### src/sv/slwm_pkg.sv
// Package with shared constants and types for the SQL LIKE wildcard matcher.
`timescale 1ns / 1ps

package slwm_pkg;

    localparam int MAX_PATTERN = 64;
    localparam int MAX_SUBJECT = 256;

    localparam int PAT_AW = (MAX_PATTERN > 1) ? $clog2(MAX_PATTERN) : 1;
    localparam int PAT_CW = $clog2(MAX_PATTERN + 1);
    localparam int SUB_AW = (MAX_SUBJECT > 1) ? $clog2(MAX_SUBJECT) : 1;
    localparam int SUB_CW = $clog2(MAX_SUBJECT + 1);

    localparam logic [7:0] PCT_BYTE = 8'h25;
    localparam logic [7:0] UND_BYTE = 8'h5F;

    localparam logic [1:0] MODE_PAT  = 2'd0;
    localparam logic [1:0] MODE_SUB  = 2'd1;
    localparam logic [1:0] MODE_EVAL = 2'd2;

    typedef enum logic [1:0] {
        ST_IDLE,
        ST_FETCH,
        ST_EXEC
    } state_t;

    typedef enum logic [3:0] {
        OP_NONE,
        OP_LOAD,
        OP_START,
        OP_PCT,
        OP_ADV,
        OP_BACK,
        OP_SKIP,
        OP_FAIL,
        OP_TAIL
    } dp_op_t;

    typedef struct packed {
        dp_op_t op;
    } dp_cmd_t;

    typedef struct packed {
        logic si_lt_slen;
        logic pi_lt_plen;
        logic p_is_pct;
        logic p_match;
        logic have_star;
        logic out_busy;
    } dp_status_t;

endpackage

### src/sv/slwm_ram.sv
// Generic single-port-write, single-port-read RAM with registered read data.
`timescale 1ns / 1ps

module slwm_ram #(
    parameter int WIDTH = 8,
    parameter int DEPTH = 64
) (
    input  logic                                      clk,
    input  logic                                      we,
    input  logic [((DEPTH > 1) ? $clog2(DEPTH) : 1)-1:0] waddr,
    input  logic [WIDTH-1:0]                          wdata,
    input  logic [((DEPTH > 1) ? $clog2(DEPTH) : 1)-1:0] raddr,
    output logic [WIDTH-1:0]                          rdata
);

    logic [WIDTH-1:0] mem [DEPTH];

    always_ff @(posedge clk)
    begin
        if (we)
        begin
            mem[waddr] <= wdata;
        end
        rdata <= mem[raddr];
    end

endmodule

### src/sv/slwm_datapath.sv
// Datapath: pattern and subject stores, match indices and the result register.
`timescale 1ns / 1ps

module slwm_datapath (
    input  logic                   clk,
    input  logic                   rst_n,
    input  slwm_pkg::dp_cmd_t      cmd,
    output slwm_pkg::dp_status_t   status,
    input  logic [1:0]             in_mode,
    input  logic [7:0]             in_byte,
    output logic                   out_valid,
    input  logic                   out_ready,
    output logic                   out_matched,
    output logic                   out_overflow
);

    logic [slwm_pkg::PAT_CW-1:0] pat_count_reg, pat_count_next;
    logic [slwm_pkg::SUB_CW-1:0] sub_count_reg, sub_count_next;
    logic                        ovf_reg, ovf_next;
    logic [slwm_pkg::PAT_CW-1:0] pi_reg, pi_next;
    logic [slwm_pkg::SUB_CW-1:0] si_reg, si_next;
    logic [slwm_pkg::SUB_CW-1:0] anchor_reg, anchor_next;
    logic [slwm_pkg::PAT_AW-1:0] star_reg, star_next;
    logic                        have_star_reg, have_star_next;
    logic                        out_valid_reg, out_valid_next;
    logic                        matched_reg, matched_next;
    logic                        out_ovf_reg, out_ovf_next;

    logic       pat_full, sub_full;
    logic       pat_we, sub_we;
    logic [7:0] p_byte, s_byte;

    assign pat_full = (pat_count_reg == slwm_pkg::PAT_CW'(slwm_pkg::MAX_PATTERN));
    assign sub_full = (sub_count_reg == slwm_pkg::SUB_CW'(slwm_pkg::MAX_SUBJECT));
    assign pat_we   = (cmd.op == slwm_pkg::OP_LOAD) && (in_mode == slwm_pkg::MODE_PAT)
                      && !pat_full;
    assign sub_we   = (cmd.op == slwm_pkg::OP_LOAD) && (in_mode == slwm_pkg::MODE_SUB)
                      && !sub_full;

    slwm_ram #(
        .WIDTH (8),
        .DEPTH (slwm_pkg::MAX_PATTERN)
    ) u_pat_ram (
        .clk   (clk),
        .we    (pat_we),
        .waddr (pat_count_reg[slwm_pkg::PAT_AW-1:0]),
        .wdata (in_byte),
        .raddr (pi_reg[slwm_pkg::PAT_AW-1:0]),
        .rdata (p_byte)
    );

    slwm_ram #(
        .WIDTH (8),
        .DEPTH (slwm_pkg::MAX_SUBJECT)
    ) u_sub_ram (
        .clk   (clk),
        .we    (sub_we),
        .waddr (sub_count_reg[slwm_pkg::SUB_AW-1:0]),
        .wdata (in_byte),
        .raddr (si_reg[slwm_pkg::SUB_AW-1:0]),
        .rdata (s_byte)
    );

    always_comb
    begin
        status.si_lt_slen = (si_reg < sub_count_reg);
        status.pi_lt_plen = (pi_reg < pat_count_reg);
        status.p_is_pct   = (p_byte == slwm_pkg::PCT_BYTE);
        status.p_match    = (p_byte == slwm_pkg::UND_BYTE) || (p_byte == s_byte);
        status.have_star  = have_star_reg;
        status.out_busy   = out_valid_reg && !out_ready;
    end

    always_comb
    begin
        pat_count_next = pat_count_reg;
        sub_count_next = sub_count_reg;
        ovf_next       = ovf_reg;
        pi_next        = pi_reg;
        si_next        = si_reg;
        anchor_next    = anchor_reg;
        star_next      = star_reg;
        have_star_next = have_star_reg;
        out_valid_next = out_valid_reg && !out_ready;
        matched_next   = matched_reg;
        out_ovf_next   = out_ovf_reg;

        case (cmd.op)
            slwm_pkg::OP_LOAD:
            begin
                if (in_mode == slwm_pkg::MODE_PAT)
                begin
                    if (pat_full)
                    begin
                        ovf_next = 1'b1;
                    end
                    else
                    begin
                        pat_count_next = pat_count_reg + 1'b1;
                    end
                end
                else if (in_mode == slwm_pkg::MODE_SUB)
                begin
                    if (sub_full)
                    begin
                        ovf_next = 1'b1;
                    end
                    else
                    begin
                        sub_count_next = sub_count_reg + 1'b1;
                    end
                end
            end
            slwm_pkg::OP_START:
            begin
                pi_next        = '0;
                si_next        = '0;
                anchor_next    = '0;
                have_star_next = 1'b0;
            end
            slwm_pkg::OP_PCT:
            begin
                have_star_next = 1'b1;
                star_next      = pi_reg[slwm_pkg::PAT_AW-1:0];
                anchor_next    = si_reg;
                pi_next        = pi_reg + 1'b1;
            end
            slwm_pkg::OP_ADV:
            begin
                pi_next = pi_reg + 1'b1;
                si_next = si_reg + 1'b1;
            end
            slwm_pkg::OP_BACK:
            begin
                // Retry the segment after the last percent one subject byte later.
                pi_next     = slwm_pkg::PAT_CW'(star_reg) + 1'b1;
                anchor_next = anchor_reg + 1'b1;
                si_next     = anchor_reg + 1'b1;
            end
            slwm_pkg::OP_SKIP:
            begin
                pi_next = pi_reg + 1'b1;
            end
            slwm_pkg::OP_FAIL, slwm_pkg::OP_TAIL:
            begin
                out_valid_next = 1'b1;
                matched_next   = (cmd.op == slwm_pkg::OP_TAIL)
                                 && (pi_reg == pat_count_reg) && !ovf_reg;
                out_ovf_next   = ovf_reg;
                pat_count_next = '0;
                sub_count_next = '0;
                ovf_next       = 1'b0;
            end
            default:
            begin
            end
        endcase
    end

    always_ff @(posedge clk or negedge rst_n)
    begin
        if (!rst_n)
        begin
            pat_count_reg <= '0;
            sub_count_reg <= '0;
            ovf_reg       <= 1'b0;
            have_star_reg <= 1'b0;
            out_valid_reg <= 1'b0;
        end
        else
        begin
            pat_count_reg <= pat_count_next;
            sub_count_reg <= sub_count_next;
            ovf_reg       <= ovf_next;
            have_star_reg <= have_star_next;
            out_valid_reg <= out_valid_next;
        end
    end

    always_ff @(posedge clk)
    begin
        pi_reg      <= pi_next;
        si_reg      <= si_next;
        anchor_reg  <= anchor_next;
        star_reg    <= star_next;
        matched_reg <= matched_next;
        out_ovf_reg <= out_ovf_next;
    end

    assign out_valid    = out_valid_reg;
    assign out_matched  = matched_reg;
    assign out_overflow = out_ovf_reg;

endmodule

### src/sv/slwm_controller.sv
// Controller state machine that sequences loading and the backtracking match.
`timescale 1ns / 1ps

module slwm_controller (
    input  logic                  clk,
    input  logic                  rst_n,
    input  logic                  in_valid,
    input  logic [1:0]            in_mode,
    output logic                  in_ready,
    input  slwm_pkg::dp_status_t  status,
    output slwm_pkg::dp_cmd_t     cmd
);

    slwm_pkg::state_t state_reg, state_next;

    always_ff @(posedge clk or negedge rst_n)
    begin
        if (!rst_n)
        begin
            state_reg <= slwm_pkg::ST_IDLE;
        end
        else
        begin
            state_reg <= state_next;
        end
    end

    always_comb
    begin
        state_next = state_reg;
        cmd.op     = slwm_pkg::OP_NONE;
        in_ready   = 1'b0;

        case (state_reg)
            slwm_pkg::ST_IDLE:
            begin
                in_ready = 1'b1;
                if (in_valid)
                begin
                    if (in_mode == slwm_pkg::MODE_EVAL)
                    begin
                        cmd.op     = slwm_pkg::OP_START;
                        state_next = slwm_pkg::ST_FETCH;
                    end
                    else if (in_mode == slwm_pkg::MODE_PAT || in_mode == slwm_pkg::MODE_SUB)
                    begin
                        cmd.op = slwm_pkg::OP_LOAD;
                    end
                end
            end
            slwm_pkg::ST_FETCH:
            begin
                // The stores read the new indices during this cycle.
                state_next = slwm_pkg::ST_EXEC;
            end
            slwm_pkg::ST_EXEC:
            begin
                state_next = slwm_pkg::ST_FETCH;
                if (status.si_lt_slen)
                begin
                    if (status.pi_lt_plen && status.p_is_pct)
                    begin
                        cmd.op = slwm_pkg::OP_PCT;
                    end
                    else if (status.pi_lt_plen && status.p_match)
                    begin
                        cmd.op = slwm_pkg::OP_ADV;
                    end
                    else if (status.have_star)
                    begin
                        cmd.op = slwm_pkg::OP_BACK;
                    end
                    else if (status.out_busy)
                    begin
                        state_next = slwm_pkg::ST_EXEC;
                    end
                    else
                    begin
                        cmd.op     = slwm_pkg::OP_FAIL;
                        state_next = slwm_pkg::ST_IDLE;
                    end
                end
                else if (status.pi_lt_plen && status.p_is_pct)
                begin
                    cmd.op = slwm_pkg::OP_SKIP;
                end
                else if (status.out_busy)
                begin
                    state_next = slwm_pkg::ST_EXEC;
                end
                else
                begin
                    cmd.op     = slwm_pkg::OP_TAIL;
                    state_next = slwm_pkg::ST_IDLE;
                end
            end
            default:
            begin
                state_next = slwm_pkg::ST_IDLE;
            end
        endcase
    end

endmodule

### src/sv/sql_like_wildcard_matcher.sv
// Top level of the SQL LIKE wildcard matcher: controller plus datapath.
`timescale 1ns / 1ps

// Usage:
// The input channel (s_*) carries one byte per transfer. s_tuser selects the
// action: 0 appends the byte to the pattern, 1 appends it to the subject,
// 2 evaluates, 3 is ignored. Appends are accepted back to back; bytes beyond 64
// pattern or 256 subject entries are dropped and set the overflow flag.
// An evaluate transfer starts the greedy matcher, which backtracks to the
// most recent percent sign. Each matcher step is a store read followed by a
// decision, and the number of steps grows with subject length times pattern
// segment length in the worst case. s_tready stays low for the whole evaluation.
// The output channel (m_*) then carries one transfer: matched and overflow.
// Evaluating clears both stores and the overflow flag.
// The result sits in an output register, so loading can continue while it
// waits; if a previous result is still stalled when an evaluation ends, the
// matcher holds until the receiver takes it.
// Reset empties both stores, clears the flag and drops any pending result.
module sql_like_wildcard_matcher (
    input  logic       clk,
    input  logic       rst_n,
    input  logic       s_tvalid,
    output logic       s_tready,
    input  logic [7:0] s_tdata,   // [7:0] char_code
    input  logic [1:0] s_tuser,   // [1:0] mode
    output logic       m_tvalid,
    input  logic       m_tready,
    output logic [7:0] m_tdata    // [0] matched, [1] overflow, [7:2] zero
);

    slwm_pkg::dp_cmd_t    cmd;
    slwm_pkg::dp_status_t status;
    logic                 matched;
    logic                 overflow;

    slwm_controller u_ctrl (
        .clk      (clk),
        .rst_n    (rst_n),
        .in_valid (s_tvalid),
        .in_mode  (s_tuser),
        .in_ready (s_tready),
        .status   (status),
        .cmd      (cmd)
    );

    slwm_datapath u_dp (
        .clk          (clk),
        .rst_n        (rst_n),
        .cmd          (cmd),
        .status       (status),
        .in_mode      (s_tuser),
        .in_byte      (s_tdata),
        .out_valid    (m_tvalid),
        .out_ready    (m_tready),
        .out_matched  (matched),
        .out_overflow (overflow)
    );

    assign m_tdata = {6'b0, overflow, matched};

endmodule

### config.mk
export PLATFORM = sky130hd
export DESIGN_NAME = sql_like_wildcard_matcher
export DESIGN_NICKNAME = d
export VERILOG_FILES = /design/src/sv/slwm_pkg.sv /design/src/sv/slwm_ram.sv /design/src/sv/slwm_datapath.sv /design/src/sv/slwm_controller.sv /design/src/sv/sql_like_wildcard_matcher.sv
export SDC_FILE = /design/constraint.sdc
export NUM_CORES = 2
export LEC_CHECK = 0
export BUFFER_PORTS_ARGS = -buffer_cell sky130_fd_sc_hd__buf_2
export CORE_MARGIN = 10
export CORE_UTILIZATION = 40
export DETAILED_ROUTE_END_ITERATION = 10
export GPL_TIMING_DRIVEN = 0
export PLACE_DENSITY = 0.5
export RECOVER_POWER = 50
export SYNTH_ARGS = -nofsm -noshare
export SYNTH_HDL_FRONTEND = slang
export SYNTH_SLANG_ARGS = --single-unit
### constraint.sdc
create_clock -name clk -period 7.8 [get_ports clk]
set_input_delay 0.39 -clock clk [delete_from_list [all_inputs] [get_ports clk]]
set_output_delay 0.39 -clock clk [all_outputs]
set_load 0.01 [all_outputs]
## Word level (Yosys, flattened, before mapping)

Memory sizes are Yosys's and may differ from the RTL's. A register that Yosys moved wholly into a read port is not among the register bits.
Index checks and enable logic that the tools add are counted.

| storage, ports and cells | value |
|---|---|
| bits in registers | 54 |
| bits in writable memories | 2560 |
| output and inout port bits | 10 |
| logic and storage cells | 120 |
| memories | 2 |

Memories:

| memory | depth | width | read ports | clocked after Yosys merged registers in | write ports | line | text |
|---|---|---|---|---|---|---|---|
| u_dp.u_sub_ram.mem | 256 | 8 | 1 | 1 | 1 | slwm_ram.sv:16 | `logic [WIDTH-1:0] mem [DEPTH];` |
| u_dp.u_pat_ram.mem | 64 | 8 | 1 | 1 | 1 | slwm_ram.sv:16 |  |

| cells by class | value |
|---|---|
| add/subtract/negate cells | 6 |
| $lt $le $gt $ge | 2 |
| eq/ne operators | 28 |
| muxes and demuxes | 42 |
| reductions and logical operators | 28 |

Operators by type and width:

| operator | count |
|---|---|
| 9-bit case mux with 3 select lines | 2 |
| 4-bit two-way mux | 8 |
| 9-bit by 1-bit adder with 9-bit output (second input constant) | 3 |
| 9-bit two-way mux | 3 |
| 7-bit case mux with 3 select lines | 1 |
| 9-bit case mux with 2 select lines | 1 |
| 4-bit by 3-bit == test with 1-bit output (second input constant) | 4 |
| 2-bit two-way mux | 8 |
| 7-bit by 1-bit adder with 7-bit output (second input constant) | 2 |
| 7-bit two-way mux | 2 |
| 7-bit case mux with 2 select lines | 1 |
| 2-bit != test (second input constant) | 6 |
| 1-bit two-way mux | 11 |
| 9-bit == test (second input constant) | 1 |
| 1-bit logical AND | 9 |
| 9-bit less-than comparator | 1 |
| 3-bit nonzero test | 3 |
| 4-bit by 2-bit == test with 1-bit output (second input constant) | 2 |
| 8-bit by 6-bit == test with 1-bit output (second input constant) | 1 |
| 8-bit by 7-bit == test with 1-bit output (second input constant) | 1 |
| 8-bit == test | 1 |
| 4-bit case mux with 2 select lines | 1 |
| 4-bit AND reduction | 2 |
| 6-bit by 1-bit adder with 7-bit output (second input constant) | 1 |
| 21 further kinds | 31 |

## Logic depth before layout (Yosys ltp)

| depth | value |
|---|---|
| word-level depth | 13 |
| mapped depth | 18 |
| mapped depth without buffers | 15 |

## Modules after synthesis

Synthesis repeated with hierarchy kept, for this count alone.

| unflattened totals | value |
|---|---|
| cells, all modules | 5036 |
| area total of the unflattened synthesis | 103240.3 um^2 |

Modules (own cells, without submodules):

| module | times used | cells an instance | area each (um^2) | seq. area each (um^2) |
|---|---|---|---|---|
| slwm_ram (u_dp.u_sub_ram) | 1 | 3733 | 79556.3 | 61659.1 |
| slwm_ram (u_dp.u_pat_ram) | 1 | 940 | 20166.8 | 15534.9 |
| slwm_datapath | 1 | 330 | 3263.1 | 1466.4 |
| slwm_controller | 1 | 24 | 190.2 | 50.0 |
| sql_like_wildcard_matcher | 1 | 9 | 63.8 | 0.0 |

## Worst setup path after synthesis

No wires, ideal clock.

| timing path | value |
|---|---|
| path type | reg2reg |
| from | register u_dp.pi_reg[0] (netlist name) |
| to | register u_dp.pi_reg[6] (netlist name), data pin |
| setup time | 0.260 ns |
| arrival | 3.206 ns |
| required time | 7.540 ns |
| setup slack | 4.334 ns |
| cell stages (with the launch flop) | 19 |
| period minus slack after synthesis | 3.466 ns |
| cells stage by stage | edfxtp_1 clkbuf_1 clkbuf_1 buf_2 inv_1 ha_1 nand3b_1 a21o_1 and3_1 nand3_1 o211ai_1 nand2_1 mux2_2 ha_1 nand3_1 nor2_1 xor2_1 nand3_1 a21oi_1 |

| between the ends | value |
|---|---|
| longest elaborated chain between the ends | 9 |
| elaborated cells on any way between the ends | 16 |
| classes of those cells | 1 x add/sub; 1 x order compare; 5 x eq/ne; 6 x mux; 3 x reduce/logical |

RTL lines:

| item | line | text |
|---|---|---|
| start, declared | slwm_datapath.sv:20 | `logic [slwm_pkg::PAT_CW-1:0] pi_reg, pi_next;` |
| start signal, assigned | slwm_datapath.sv:182 | `pi_reg <= pi_next;` |
| 7-bit less-than comparator | slwm_datapath.sv:67 | `status.pi_lt_plen = (pi_reg < pat_count_reg);` |
| 1-bit logical AND | slwm_controller.sv:65 | `else if (status.pi_lt_plen && status.p_match)` |
| 4-bit two-way mux | slwm_controller.sv:65 |  |
| 4-bit two-way mux | slwm_controller.sv:61 | `if (status.pi_lt_plen && status.p_is_pct)` |
| 4-bit two-way mux | slwm_controller.sv:59 | `if (status.si_lt_slen)` |
| 4-bit case mux with 2 select lines | slwm_controller.sv:34 | `case (state_reg)` |
| 4-bit by 3-bit == test with 1-bit output or 4-bit by 2-bit == test with 1-bit output (tied branches) | slwm_datapath.sv:88 | `case (cmd.op)` |
| 3-bit OR reduction (no line) | - |  |
| 7-bit case mux with 3 select lines * | slwm_datapath.sv:88 |  |

Mark *: on every way between the ends. The rest lies on a longest branch, timed or not.
A chain may end at the register's enable or synchronous reset.

## Worst setup path in the final report

| timing path | value |
|---|---|
| from | input port s_tdata[4] |
| to | memory u_dp.u_sub_ram.mem[92][4], data pin |

RTL lines:

| item | line | text |
|---|---|---|
| start, declared | sql_like_wildcard_matcher.sv:24 | `input logic [7:0] s_tdata,` |
| end, declared | slwm_ram.sv:16 |  |

No word-level cell before the write port.

==> results by group <==
Yosys
  – Post-synth ARST share: 0.00798
  – Syn Inst Count: approximately 4500
  – Cells taking the most area after synthesis: edfxtp_1, mux4_2, nor2_1, clkbuf_1, dfrtp_1
  – Most used DFF post-synth: edfxtp_1
  – Library cells used by synthesis: 56
  – Syn_area_per_cell: about 23 µm²
  – Seq cells post-synth: between 2000 and 3000
  – Post-synth top area share: 0.761
  – YS warnings: 0
  – Number of flops mapped to enable cells by yosys: approximately 2600
  – Sequential share of the synthesized area: 0.769
  – Synthesized area: 0.102 mm²
  – Cell accounting for the most synthesized area: edfxtp_1

Job
  – Max-cap viol count: 17

Global routing
  – Antenna violations before repair: 12
  – Total gr overflow: 0
  – Number of global-route vias before repair: approximately 50000
  – Largest net degree at the start of global routing: 157
  – First-pass GRT wire length: roughly 390000 µm
  – GRT Overall Usage: 0.199

Setup path
  – Setup crit end kind: flip-flop
  – CP arrival: 6930 ps
  – Startpoint types: input port
  – Critical-path maximum fanout: between 90 and 100
  – Crit path required time: between 8000 and 9000 ps
  – Crit Path Category: in2reg

Pwr
  – Cell internal pwr: approximately 24 mW
  – PD cells: around 260 mW/mm²
  – Total power: approximately 30 mW
  – Comb pwr share: 0.042
  – Peak supply drop: ~0.00025 V
  – Sequential power share: 0.517
  – Sw Share: 0.213
  – Clock power share: 0.441
  – Net load switching power: about 6.5 mW
  – Leakage: 35.5 nW

Timing
  – Final min period: between 6000 and 7000 ps
  – Worst slew pin tran: between 5000 and 6000 ps
  – Min Hold Slack: 472 ps
  – Period utilisation layout: 0.809
  – Final Skew: 60.5 ps
  – Fin. max-slew vios: 1555
  – Slew Limit Headroom: -2.74
  – Hold Fails Final Rpt: 0
  – Setup TNS: 0 ps
  – Count of final setup violators: 0
  – Achievable frequency: 158 MHz
  – RSZ-0062 raised after global routing: false

Clocking
  – Num CTS Buffers: around 300
  – Clock sinks: around 2600
  – Clk slew on worst S/H paths: about 50 ps
  – CTS Buffer Depth: 4
  – Clk_lat worst skew: 930 ps
  – Clock root buffer: clkbuf_16
  – CTS resizes: 0
  – CTS tree: built
  – CTS HTree Levels: 5

Drt
  – Routed via count: ~48000
  – DRT Pass-1 Iters: 7
  – Wire length per cell: 33.2 µm
  – DRC Markers: 0
  – Number of vias per cell: about 5.7
  – Iter 0 DRT Violations: about 5400
  – Final ANT Viol Nets: 0
  – Routed wire length: between 200000 and 300000 µm

Floorplan
  – Cell row count: 185
  – Ports: 24
  – Die height: ~530 µm
  – CORE AREA: ~0.25 mm²
  – Initial Util: 0.402
  – Die area: roughly 0.28 mm²
  – Die Wd: about 530 µm

Place
  – Placed Cells: 7913
  – Hpwl dp: around 190000 µm
  – IO buf count: 17
  – Global placer's final weighted congestion: 0.838

Final layout
  – Final cell count without fillers: 8447
  – Net count, final: between 4000 and 5000
  – Fill cell count: ~21000
  – Max reg flops: ~2000
  – Largest registers in the final layout: u_dp.u_sub_ram.mem x2048, u_dp.u_pat_ram.mem x512
  – Area Growth Syn to Fin: 13.6%
  – Layout cells sized above 1: 0.263
  – Core Util, Final: 0.457
  – Biggest register: u_dp.u_sub_ram.mem

Outcome
  – Failing checks: capacitance limit, slew limit
  – Run status: complete, but fails checks

Hold path
  – Hold Crit Class: reg2reg
==> through the flow <==
step / cell area, µm² / worst slack (ps)
final: 116000 / 1490
after global routing: 116000 / 933
after CTS: 117000 / 1830
after detailed placement: 107000 / 1870
after global placement: 107000 / 1560
after floorplan: 102000 / 4330
==> layer usage <==
metal / vias up / part of all wire / GRT usage
met2: 1529 / 0.48 / 0.315
li1: 19800 / - / -
met3: 344 / 0.058 / 0.0355
met4: 4 / 0.025 / 0.0513
met1: 26500 / 0.44 / 0.286
met5: - / 0.000096 / 0
==> path summary, 6_finish.rpt <==
check	start	to	slack, ps	cells past startpoint
setup / recovery	s_tdata[4]	u_dp.u_sub_ram.mem[92][4]	1490	5
hold / removal	u_dp.pi_reg[0]	u_dp.star_reg[0]	470	0
setup reg to reg	u_dp.si_reg[1]	u_dp.u_sub_ram.rdata[5]	1720	9
hold reg to reg	u_dp.pi_reg[0]	u_dp.star_reg[0]	470	0
max in group asynchronous	rst_n	u_dp.sub_count_reg[4]	6360	2
min in group asynchronous	rst_n	u_dp.out_valid	490	2
==> cells in the final DEF (no fill, tap or decap), drive strengths merged, types with 3 or more instances in the layout <==
cell	synthesis	final
xor2	11	11
ha	24	24
a22oi	40	40
or2	6	6
or3	5	5
nor2b	9	9
dlygate4sd3	0	13
clkinv	0	100
nor2	363	363
nand2b	4	4
a22o	16	16
edfxtp	2593	2593
nor3	6	6
o221ai	8	8
diode	0	3
nor3b	3	3
clkbuf	151	557
xnor2	29	29
clkinvlp	0	6
buf	111	126
nand4	14	14
a21oi	15	15
o31ai	4	4
o21ai	21	21
a221oi	16	16
bufinv	0	21
dfrtp	21	21
mux4	808	808
nand3	54	54
a31oi	3	3
dfxtp	16	16
and3	8	8
nand2	88	88
inv	24	31
conb	1	6
a211oi	7	7
==> worst max-delay path, cell delays in order <==
cell	delay, ps
dlygate4sd3_1	530
clkbuf_1	2400
clkbuf_1	2680
buf_16	280
buf_16	310
==> power by group through the flow <==
stage	combinational (mW)	clock (mW)	sequential [mW]
6_report	1.27	13.3	15.6
5_1_grt	1.33	14.2	15.6
4_1_cts	1.30	13.6	15.6
3_5_place_dp	1.29	0	15.9
3_3_place_gp	1.23	0	16.0
2_1_floorplan	0.564	0	15.9
==> synthesized netlist by cell type (19+ instances only) <==
cell and count:
buf_2 51, a22oi_1 40, xnor2_1 29, nand3_1 54, clkbuf_1 151, buf_1 28
inv_1 24, ha_1 24, buf_6 19, mux4_2 808, nor2_1 363, dfrtp_1 21
o21ai_0 21, nand2_1 88, edfxtp_1 2593
==> cells by family (layout without fill, tap and decap cells) <==
kind of cell / after synthesis / count (layout) / share of synthesized area
AO/OA/AOI/OAI: 140 / 140 / 0.0101
XOR/XNOR: 40 / 40 / 0.00342
adder cells (fa/ha/maj): 24 / 24 / 0.00293
buffers and inverters: 286 / 854 / 0.0130
flip-flops: 2630 / 2630 / 0.769
multiplexers: 811 / 811 / 0.178
other: 1 / 9 / 0.0000366
AND/OR/NAND/NOR: 573 / 573 / 0.0236
==> cell type report <==
cell class	count	area (µm²)	area share
Antenna cell	3	7.51	0.0000645
Inverter	24	90.1	0.000774
Sequential cell	2630	78700	0.677
Buffer	262	1260	0.0108
Clock inverter	134	1190	0.0103
Clock buffer	384	7950	0.0683
Multi-Input combinational cell	1594	22400	0.192
Tap cell	3366	4210	0.0362
Timing Repair Buffer	50	549	0.00472
==> repair_timing <==
action                                  4_1_cts  5_1_grt
setup buffers                                 0        0
endpoints found under the setup margin        0        0
hold buffers                                 13        0
hold endpoints to repair                    411        0
Note: power is estimated with default switching activity, not from simulation.
